## src/hw/rtl/sog_pkg.sv

```systemverilog
// sog_pkg: shared types and constants for the shifter operand generator
// holds the transfer structs, the decoded control struct and the mask codes
// no dependencies
`default_nettype none

package sog_pkg;

  localparam int unsigned WordW = 32;
  localparam int unsigned AmtW  = 5;

  localparam logic [WordW-1:0] AllOnes = '1;

  // shift type codes, instruction bits 6:5
  localparam logic [1:0] SHIFT_LSL = 2'd0;
  localparam logic [1:0] SHIFT_LSR = 2'd1;
  localparam logic [1:0] SHIFT_ASR = 2'd2;
  localparam logic [1:0] SHIFT_ROR = 2'd3;

  // instruction bit positions
  localparam int unsigned BitImm    = 25;
  localparam int unsigned BitRegSh  = 4;

  // which bits of the rotated word are replaced by the fill bit
  typedef enum logic [1:0] {
    MASK_NONE,
    MASK_HI,
    MASK_LO,
    MASK_ALL
  } mask_kind_t;

  typedef struct packed {
    logic [WordW-1:0] instr;
    logic [WordW-1:0] rm_value;
    logic [WordW-1:0] rs_value;
    logic             carry_in;
  } in_t;

  typedef struct packed {
    logic [WordW-1:0] operand_out;
    logic             carry_out;
  } out_t;

  // decoded form of one instruction, held in the first pipeline stage
  typedef struct packed {
    logic [WordW-1:0] src;
    logic [AmtW-1:0]  ramt;
    mask_kind_t       mask_kind;
    logic [AmtW-1:0]  mask_n;
    logic             fill;
    logic             carry;
  } ctrl_t;

endpackage : sog_pkg

`default_nettype wire

```

## src/hw/rtl/shifter_operand_generator.sv

```systemverilog
// shifter_operand_generator: data-processing second operand and shifter carry
// three-stage pipeline: decode, coarse rotate with mask build, fine rotate with fill
// depends on sog_pkg and sog_decode
//
//   channel   signals          transfer
//   -------   --------------   ------------------------------------------
//   command   start, busy,     taken at a rising edge with start high and
//             item             busy low
//   result    done, result     shown for one cycle while done is high
//
// path: from the command transfer to the result strobe through the decode register,
//   coarse rotate register and output register
// rate: one command per cycle, busy is always low
// reset: rst, synchronous, clears the stage valid bits only
// stalls: none, the receiver takes every result in the cycle it is shown
`default_nettype none

module shifter_operand_generator
  import sog_pkg::*;
(
  input  wire logic clk,
  input  wire logic rst,
  input  wire logic start,
  output logic      busy,
  input  wire in_t  item,
  output logic      done,
  output out_t      result
);

  // stage 1: decoded control
  ctrl_t dec;
  ctrl_t s1;
  logic  v1;

  // stage 2: coarse rotated word and fill mask
  logic [WordW-1:0] s2_word;
  logic [WordW-1:0] s2_mask;
  logic [1:0]       s2_fine;
  mask_kind_t       s2_kind;
  logic             s2_fill;
  logic             s2_carry;
  logic             v2;

  logic [WordW-1:0]   coarse_next;
  logic [WordW-1:0]   mask_next;
  logic [2*WordW-1:0] coarse_dbl;
  logic [2*WordW-1:0] fine_dbl;
  logic [WordW-1:0]   fine_word;
  out_t               result_next;

  // never holds a command off
  assign busy = 1'b0;

  sog_decode u_decode (
    .item (item),
    .ctrl (dec)
  );

  // valid bits travel with the data
  always_ff @(posedge clk) begin
    if (rst) begin
      v1   <= 1'b0;
      v2   <= 1'b0;
      done <= 1'b0;
    end else begin
      v1   <= start && !busy;
      v2   <= v1;
      done <= v2;
    end
  end

  always_ff @(posedge clk) begin
    s1 <= dec;
  end

  // rotate right by the upper three amount bits, in steps of four
  assign coarse_dbl  = {s1.src, s1.src} >> {s1.ramt[AmtW-1:2], 2'b00};
  assign coarse_next = coarse_dbl[WordW-1:0];

  // bits to be replaced by the fill value
  always_comb begin
    case (s1.mask_kind)
      MASK_NONE: mask_next = '0;
      MASK_HI:   mask_next = ~(AllOnes >> s1.mask_n);
      MASK_LO:   mask_next = ~(AllOnes << s1.mask_n);
      MASK_ALL:  mask_next = AllOnes;
      default:   mask_next = '0;
    endcase
  end

  always_ff @(posedge clk) begin
    s2_word  <= coarse_next;
    s2_mask  <= mask_next;
    s2_fine  <= s1.ramt[1:0];
    s2_kind  <= s1.mask_kind;
    s2_fill  <= s1.fill;
    s2_carry <= s1.carry;
  end

  // finish the rotation by zero to three places, then apply the fill
  assign fine_dbl  = {s2_word, s2_word} >> s2_fine;
  assign fine_word = fine_dbl[WordW-1:0];

  always_comb begin
    result_next.operand_out = (fine_word & ~s2_mask) | ({WordW{s2_fill}} & s2_mask);
    result_next.carry_out   = s2_carry;
  end

  always_ff @(posedge clk) begin
    result <= result_next;
  end

  // a strobe only ever follows an earlier command transfer
  a_done_follows_start : assert property (
    @(posedge clk) disable iff (rst) done |-> $past(start, 3)
  ) else $error("result strobe without a command transfer");

  // a full-width fill gives a word of the fill bit alone
  a_fill_all : assert property (
    @(posedge clk) disable iff (rst)
      (v2 && s2_kind == MASK_ALL) |=> (result.operand_out == {WordW{$past(s2_fill)}})
  ) else $error("full fill did not cover the operand");

  // carry is settled at decode and carried unchanged to the output
  a_carry_path : assert property (
    @(posedge clk) disable iff (rst) v1 |=> ##1 (result.carry_out == $past(s1.carry, 2))
  ) else $error("carry changed on its way through the pipeline");

  // no mask and no rotation passes the source word straight through
  a_pass_through : assert property (
    @(posedge clk) disable iff (rst)
      (v1 && s1.mask_kind == MASK_NONE && s1.ramt == '0) |=> ##1
        (result.operand_out == $past(s1.src, 2))
  ) else $error("unshifted operand was altered");

endmodule : shifter_operand_generator

`default_nettype wire

```

## src/hw/rtl/sog_decode.sv

```systemverilog
// sog_decode: combinational decode of the eleven shifter operand forms
// turns each form into a right rotation, a fill mask and a resolved carry
// depends on sog_pkg
`default_nettype none

module sog_decode
  import sog_pkg::*;
(
  input  wire in_t item,
  output ctrl_t    ctrl
);

  logic [WordW-1:0] rm;
  logic [7:0]       s;
  logic [AmtW-1:0]  n;
  logic [AmtW-1:0]  neg_n;
  logic [AmtW-1:0]  neg_s;
  logic [AmtW-1:0]  rot;
  logic [AmtW-1:0]  n_m1;
  logic [AmtW-1:0]  s_m1;
  logic [AmtW-1:0]  rot_m1;
  logic [WordW-1:0] imm_ext;
  logic             c;
  logic             sign;

  assign rm      = item.rm_value;
  assign s       = item.rs_value[7:0];
  assign n       = item.instr[11:7];
  assign neg_n   = AmtW'(0) - n;
  assign neg_s   = AmtW'(0) - s[AmtW-1:0];
  assign rot     = {item.instr[11:8], 1'b0};
  assign n_m1    = n - AmtW'(1);
  assign s_m1    = s[AmtW-1:0] - AmtW'(1);
  assign rot_m1  = rot - AmtW'(1);
  assign imm_ext = {{(WordW-8){1'b0}}, item.instr[7:0]};
  assign c       = item.carry_in;
  assign sign    = rm[WordW-1];

  always_comb begin
    ctrl.src       = rm;
    ctrl.ramt      = '0;
    ctrl.mask_kind = MASK_NONE;
    ctrl.mask_n    = '0;
    ctrl.fill      = 1'b0;
    ctrl.carry     = c;
    if (item.instr[BitImm]) begin
      // rotated 8-bit immediate
      ctrl.src   = imm_ext;
      ctrl.ramt  = rot;
      ctrl.carry = (rot == '0) ? c : imm_ext[rot_m1];
    end else if (!item.instr[BitRegSh]) begin
      // shift by immediate amount
      case (item.instr[6:5])
        SHIFT_LSL: begin
          if (n != '0) begin
            ctrl.ramt      = neg_n;
            ctrl.mask_kind = MASK_LO;
            ctrl.mask_n    = n;
            ctrl.carry     = rm[neg_n];
          end
        end
        SHIFT_LSR: begin
          if (n == '0) begin
            ctrl.mask_kind = MASK_ALL;
            ctrl.carry     = sign;
          end else begin
            ctrl.ramt      = n;
            ctrl.mask_kind = MASK_HI;
            ctrl.mask_n    = n;
            ctrl.carry     = rm[n_m1];
          end
        end
        SHIFT_ASR: begin
          ctrl.fill = sign;
          if (n == '0) begin
            ctrl.mask_kind = MASK_ALL;
            ctrl.carry     = sign;
          end else begin
            ctrl.ramt      = n;
            ctrl.mask_kind = MASK_HI;
            ctrl.mask_n    = n;
            ctrl.carry     = rm[n_m1];
          end
        end
        default: begin
          if (n == '0) begin
            // rrx
            ctrl.src   = {c, rm[WordW-1:1]};
            ctrl.carry = rm[0];
          end else begin
            ctrl.ramt  = n;
            ctrl.carry = rm[n_m1];
          end
        end
      endcase
    end else if (s != '0) begin
      // shift by register amount
      case (item.instr[6:5])
        SHIFT_LSL: begin
          if (s < 8'(WordW)) begin
            ctrl.ramt      = neg_s;
            ctrl.mask_kind = MASK_LO;
            ctrl.mask_n    = s[AmtW-1:0];
            ctrl.carry     = rm[neg_s];
          end else begin
            ctrl.mask_kind = MASK_ALL;
            ctrl.carry     = (s == 8'(WordW)) ? rm[0] : 1'b0;
          end
        end
        SHIFT_LSR: begin
          if (s < 8'(WordW)) begin
            ctrl.ramt      = s[AmtW-1:0];
            ctrl.mask_kind = MASK_HI;
            ctrl.mask_n    = s[AmtW-1:0];
            ctrl.carry     = rm[s_m1];
          end else begin
            ctrl.mask_kind = MASK_ALL;
            ctrl.carry     = (s == 8'(WordW)) ? sign : 1'b0;
          end
        end
        SHIFT_ASR: begin
          ctrl.fill = sign;
          if (s < 8'(WordW)) begin
            ctrl.ramt      = s[AmtW-1:0];
            ctrl.mask_kind = MASK_HI;
            ctrl.mask_n    = s[AmtW-1:0];
            ctrl.carry     = rm[s_m1];
          end else begin
            ctrl.mask_kind = MASK_ALL;
            ctrl.carry     = sign;
          end
        end
        default: begin
          ctrl.ramt  = s[AmtW-1:0];
          ctrl.carry = (s[AmtW-1:0] == '0) ? sign : rm[s_m1];
        end
      endcase
    end
  end

endmodule : sog_decode

`default_nettype wire
```

## config.mk

```make
export PLATFORM = sky130hd
export DESIGN_NAME = shifter_operand_generator
export DESIGN_NICKNAME = d
export VERILOG_FILES = /design/src/hw/rtl/sog_pkg.sv /design/src/hw/rtl/shifter_operand_generator.sv /design/src/hw/rtl/sog_decode.sv
export SDC_FILE = /design/constraint.sdc
export NUM_CORES = 1
export LEC_CHECK = 0
export ABC_AREA = 1
export ABC_CLOCK_PERIOD_IN_PS = 3700
export BUFFER_PORTS_ARGS = -buffer_cell sky130_fd_sc_hd__buf_2
export CAP_MARGIN = 20
export CORE_MARGIN = 8
export CORE_UTILIZATION = 55
export DETAILED_ROUTE_END_ITERATION = 7
export GPL_ROUTABILITY_DRIVEN = 0
export PLACE_DENSITY = 0.88
export SETUP_SLACK_MARGIN = 0.5
export SYNTH_ARGS = -nofsm -noshare
export SYNTH_HDL_FRONTEND = slang
export SYNTH_SLANG_ARGS = --single-unit
```

## constraint.sdc

```tcl
create_clock -name clk -period 3.7 [get_ports clk]
set_clock_uncertainty 0.2 [all_clocks]
set_input_delay 0.555 -clock clk [delete_from_list [all_inputs] [get_ports clk]]
set_output_delay 0.555 -clock clk [all_outputs]
set_load 0.02 [all_outputs]
```

==> impl_metrics.json <==
{
  "vias": 8819,
  "cap_violations": 0,
  "critPathArrivalTime_ns": 2.79,
  "grt_pass1_wl_um": 37900,
  "grt_max_degree": 65,
  "insertion_delay_ns": 0.42,
  "avgSynthCellArea_um2": 6.62,
  "drtAntennaViolNets": 0,
  "hold_class": "in2reg",
  "cp-startpoint": "item[2]",
  "layout.nets": 1402,
  "synth.area.top_cells": "dfxtp_1, nand2_1, o21ai_0",
  "synth_adder_area_share": 0.0166,
  "cts.sinks": 150,
  "dp_slack_ns": 0.635,
  "period_share": 0.722,
  "grt_pass1_vias": 7835,
  "dp_hpwl_um": 17400,
  "cts.clk_slew.worst_paths_ns": 0.07,
  "syn_inst": 1250,
  "rsz0062_at_grt": "no",
  "fillers": 1316,
  "crit_fanout": 18,
  "worst_path_max_delay_cell": "ha_1",
  "cts_root_buffer": "clkbuf_16",
  "multi_input_area_um2": 4530,
  "gr-usage-all-layers": 0.237,
  "core-area_um2": 15000,
  "irDropWorstVdd_v": 0.000350,
  "syn_area_um2": 8270,
  "finalSetupTns_ns": 0,
  "routedWlPerCell_um": 15.7,
  "htreeDepth": 4,
  "portBuffers": 90,
  "synthFlopType": "dfxtp_1",
  "die_x_um": 139,
  "via_per_inst": 5.91,
  "final-seq-area_um2": 3000,
  "cp-start-kind": "input port",
  "p_sw_frac": 0.336,
  "critPathRequiredTime_ns": 3.81,
  "layout-drive-gt1-share": 0.107,
  "path_class": "in2reg",
  "start_util": 0.552,
  "worstMarginPinSlew_ns": 1.03,
  "synth_top_area_frac": 0.363,
  "synth_area_leader_cell": "dfxtp_1",
  "finalCriticalPeriod_ns": 2.67,
  "endpoint_kind": "register",
  "firstDrtPassIters": 7,
  "path_cells": "buf_2 > inv_1 > ha_1 > inv_2 > a21oi_1 > o21ai_0 > nand3_1 > nand3_1 > nand2_1 > nand2_1 > nand2_1 > nand2_1 > nand2_1 > nand2_1 > nand2_1 > nand2_1 > nand3_1 > nand2_1",
  "hold_buffers": 0,
  "postLayoutSetupSlackWorst_ns": 1.03,
  "yosysSeqAreaShare": 0.363,
  "die_y_um": 139,
  "synth.mux.area_fraction": 0.0387,
  "n_antenna_cell": 0,
  "r2r-start": "s1[11]",
  "routed_wirelength_um": 23500,
  "synth_seq_cells": 150,
  "synth_cell_types": 35,
  "outcome": "completed",
  "drc": 0,
  "synth_top_family_by_area": "simple AND/OR/NAND/NOR gates",
  "timing.fmax_mhz": 374,
  "grt.overflow.total": 0,
  "async_reset_ff_frac": 0,
  "timing.slew.headroom": 0.316,
  "final-hold-violation-count": 0,
  "layout_common_cells": "nand2_1, dfxtp_1, o21ai_0, nand3_1, nor2_1",
  "slowest_delay_ns": 0.62,
  "seqPwrFrac": 0.397,
  "synth_nets": 1361,
  "ctsResizeCount": 0,
  "cts_buffers": 17,
  "postCtsSetupBuffers": 0,
  "finalSetupViolCount": 0,
  "clk_path_buf_depth": 2,
  "final_max_slew_viol_count": 0,
  "synth_edf_count": 0,
  "cts_tree": "built",
  "die-area_um2": 19200,
  "p_comb_frac": 0.242,
  "antenna_found_initial": 0,
  "synth_xor_area_frac": 0.00953,
  "ios": 135,
  "p_leak_nw": 4.33,
  "placementRows": 45,
  "final_common_cell": "nand2_1",
  "p_int_w": 0.00326,
  "synth-compound-area-share": 0.204,
  "clkPwrFrac": 0.361,
  "power.density_nw_per_um2": 527,
  "yosys.area_share.simple": 0.278,
  "min_from": "rst",
  "area.growth.synth_to_final_pct": 12.7,
  "drt_iter0_drc": 1065,
  "switchingPower_w": 0.00166,
  "cp_common_cell": "nand2_1",
  "synth_warnings": 0
}
[power groups by stage]
stage	clock network, W	logic (W)	registers, W
floorplan	0	0.000702	0.00207
global placement	0	0.00113	0.00198
detailed placement	0	0.00116	0.00199
CTS	0.00179	0.00117	0.00195
global route	0.00187	0.00131	0.00197
finish	0.00177	0.00119	0.00196
[final timing paths]
check	end	cells after the start	slack [ns]
max reg2reg	s2_word[17]	8	1.47
min	v2	2	0.11
min reg2reg	s2_carry	0	0.13
max	s1[0]	18	1.03
[flip-flops by register name (all words and copies together) (netlist names)]
name      flops
s1           46
result       33
s2_mask      32
s2_word      32
s2_fine       2
done          1
s2_carry      1
s2_fill       1
v1            1
v2            1
[routing by layer]
layer | global-route usage | wire length [µm] | up-vias
met5 | 0 | 0 | -
met4 | 0.127 | 1100 | 0
met3 | 0.0520 | 2330 | 84
met2 | 0.391 | 10700 | 569
met1 | 0.284 | 9330 | 3897
li1 | - | - | 4269
[area by class of cell]
cell class | instances | share of cell area
repair buffers | 101 | 0.0571
clock inverters | 15 | 0.0212
multi-input cells | 914 | 0.486
flip-flops and latches | 150 | 0.322
inverters | 107 | 0.0431
clock buffers | 17 | 0.0456
well taps | 188 | 0.0252
[worst max-delay path: cells and delay by family]
| kind | cells | cell delay [ns] |
|---|---|---|
| AOI/OAI and AO/OA | 2 | 0.28 |
| adders and majority gates | 1 | 0.62 |
| buffers and inverters | 3 | 0.45 |
| and+or+nand+nor | 12 | 0.87 |
[through the flow]
step	total power (W)	hold WS (ns)	utilization	area [µm²]	std cells
finish	0.00492	0.105	0.623	9330	1492
global route	0.00515	0.0993	0.623	9330	1492
CTS	0.00491	0.0977	0.623	9330	1492
detailed placement	0.00314	0.112	0.581	8700	1460
global placement	0.00311	0.112	0.581	8700	1460
floorplan	0.00277	0.110	-	8270	1250
[cells by family (layout without fill, tap and decap cells)]
family,after synthesis,in the layout
DFF,150,150
AOI/OAI and AO/OA,310,310
and+or+nand+nor,554,554
other,1,1
adders and majority gates,11,11
buffers and inverters,186,240
xor gates and xnor gates,6,6
muxes,32,32
[cells in the mapped netlist (2+ instances only)]
library cell / n
nand2_1: 261
dfxtp_1: 150
o21ai_0: 142
nand3_1: 134
nor2_1: 122
a21oi_1: 119
inv_1: 104
clkbuf_1: 52
mux2i_1: 32
nor3_1: 32
buf_2: 21
o221ai_1: 16
o211ai_1: 13
ha_1: 11
a31oi_1: 5
a22oi_1: 4
buf_4: 4
o22ai_1: 4
nand4_1: 3
xor2_1: 3
a221oi_1: 2
buf_1: 2
inv_2: 2
No activity file was read; power rests on OpenSTA's default activity.
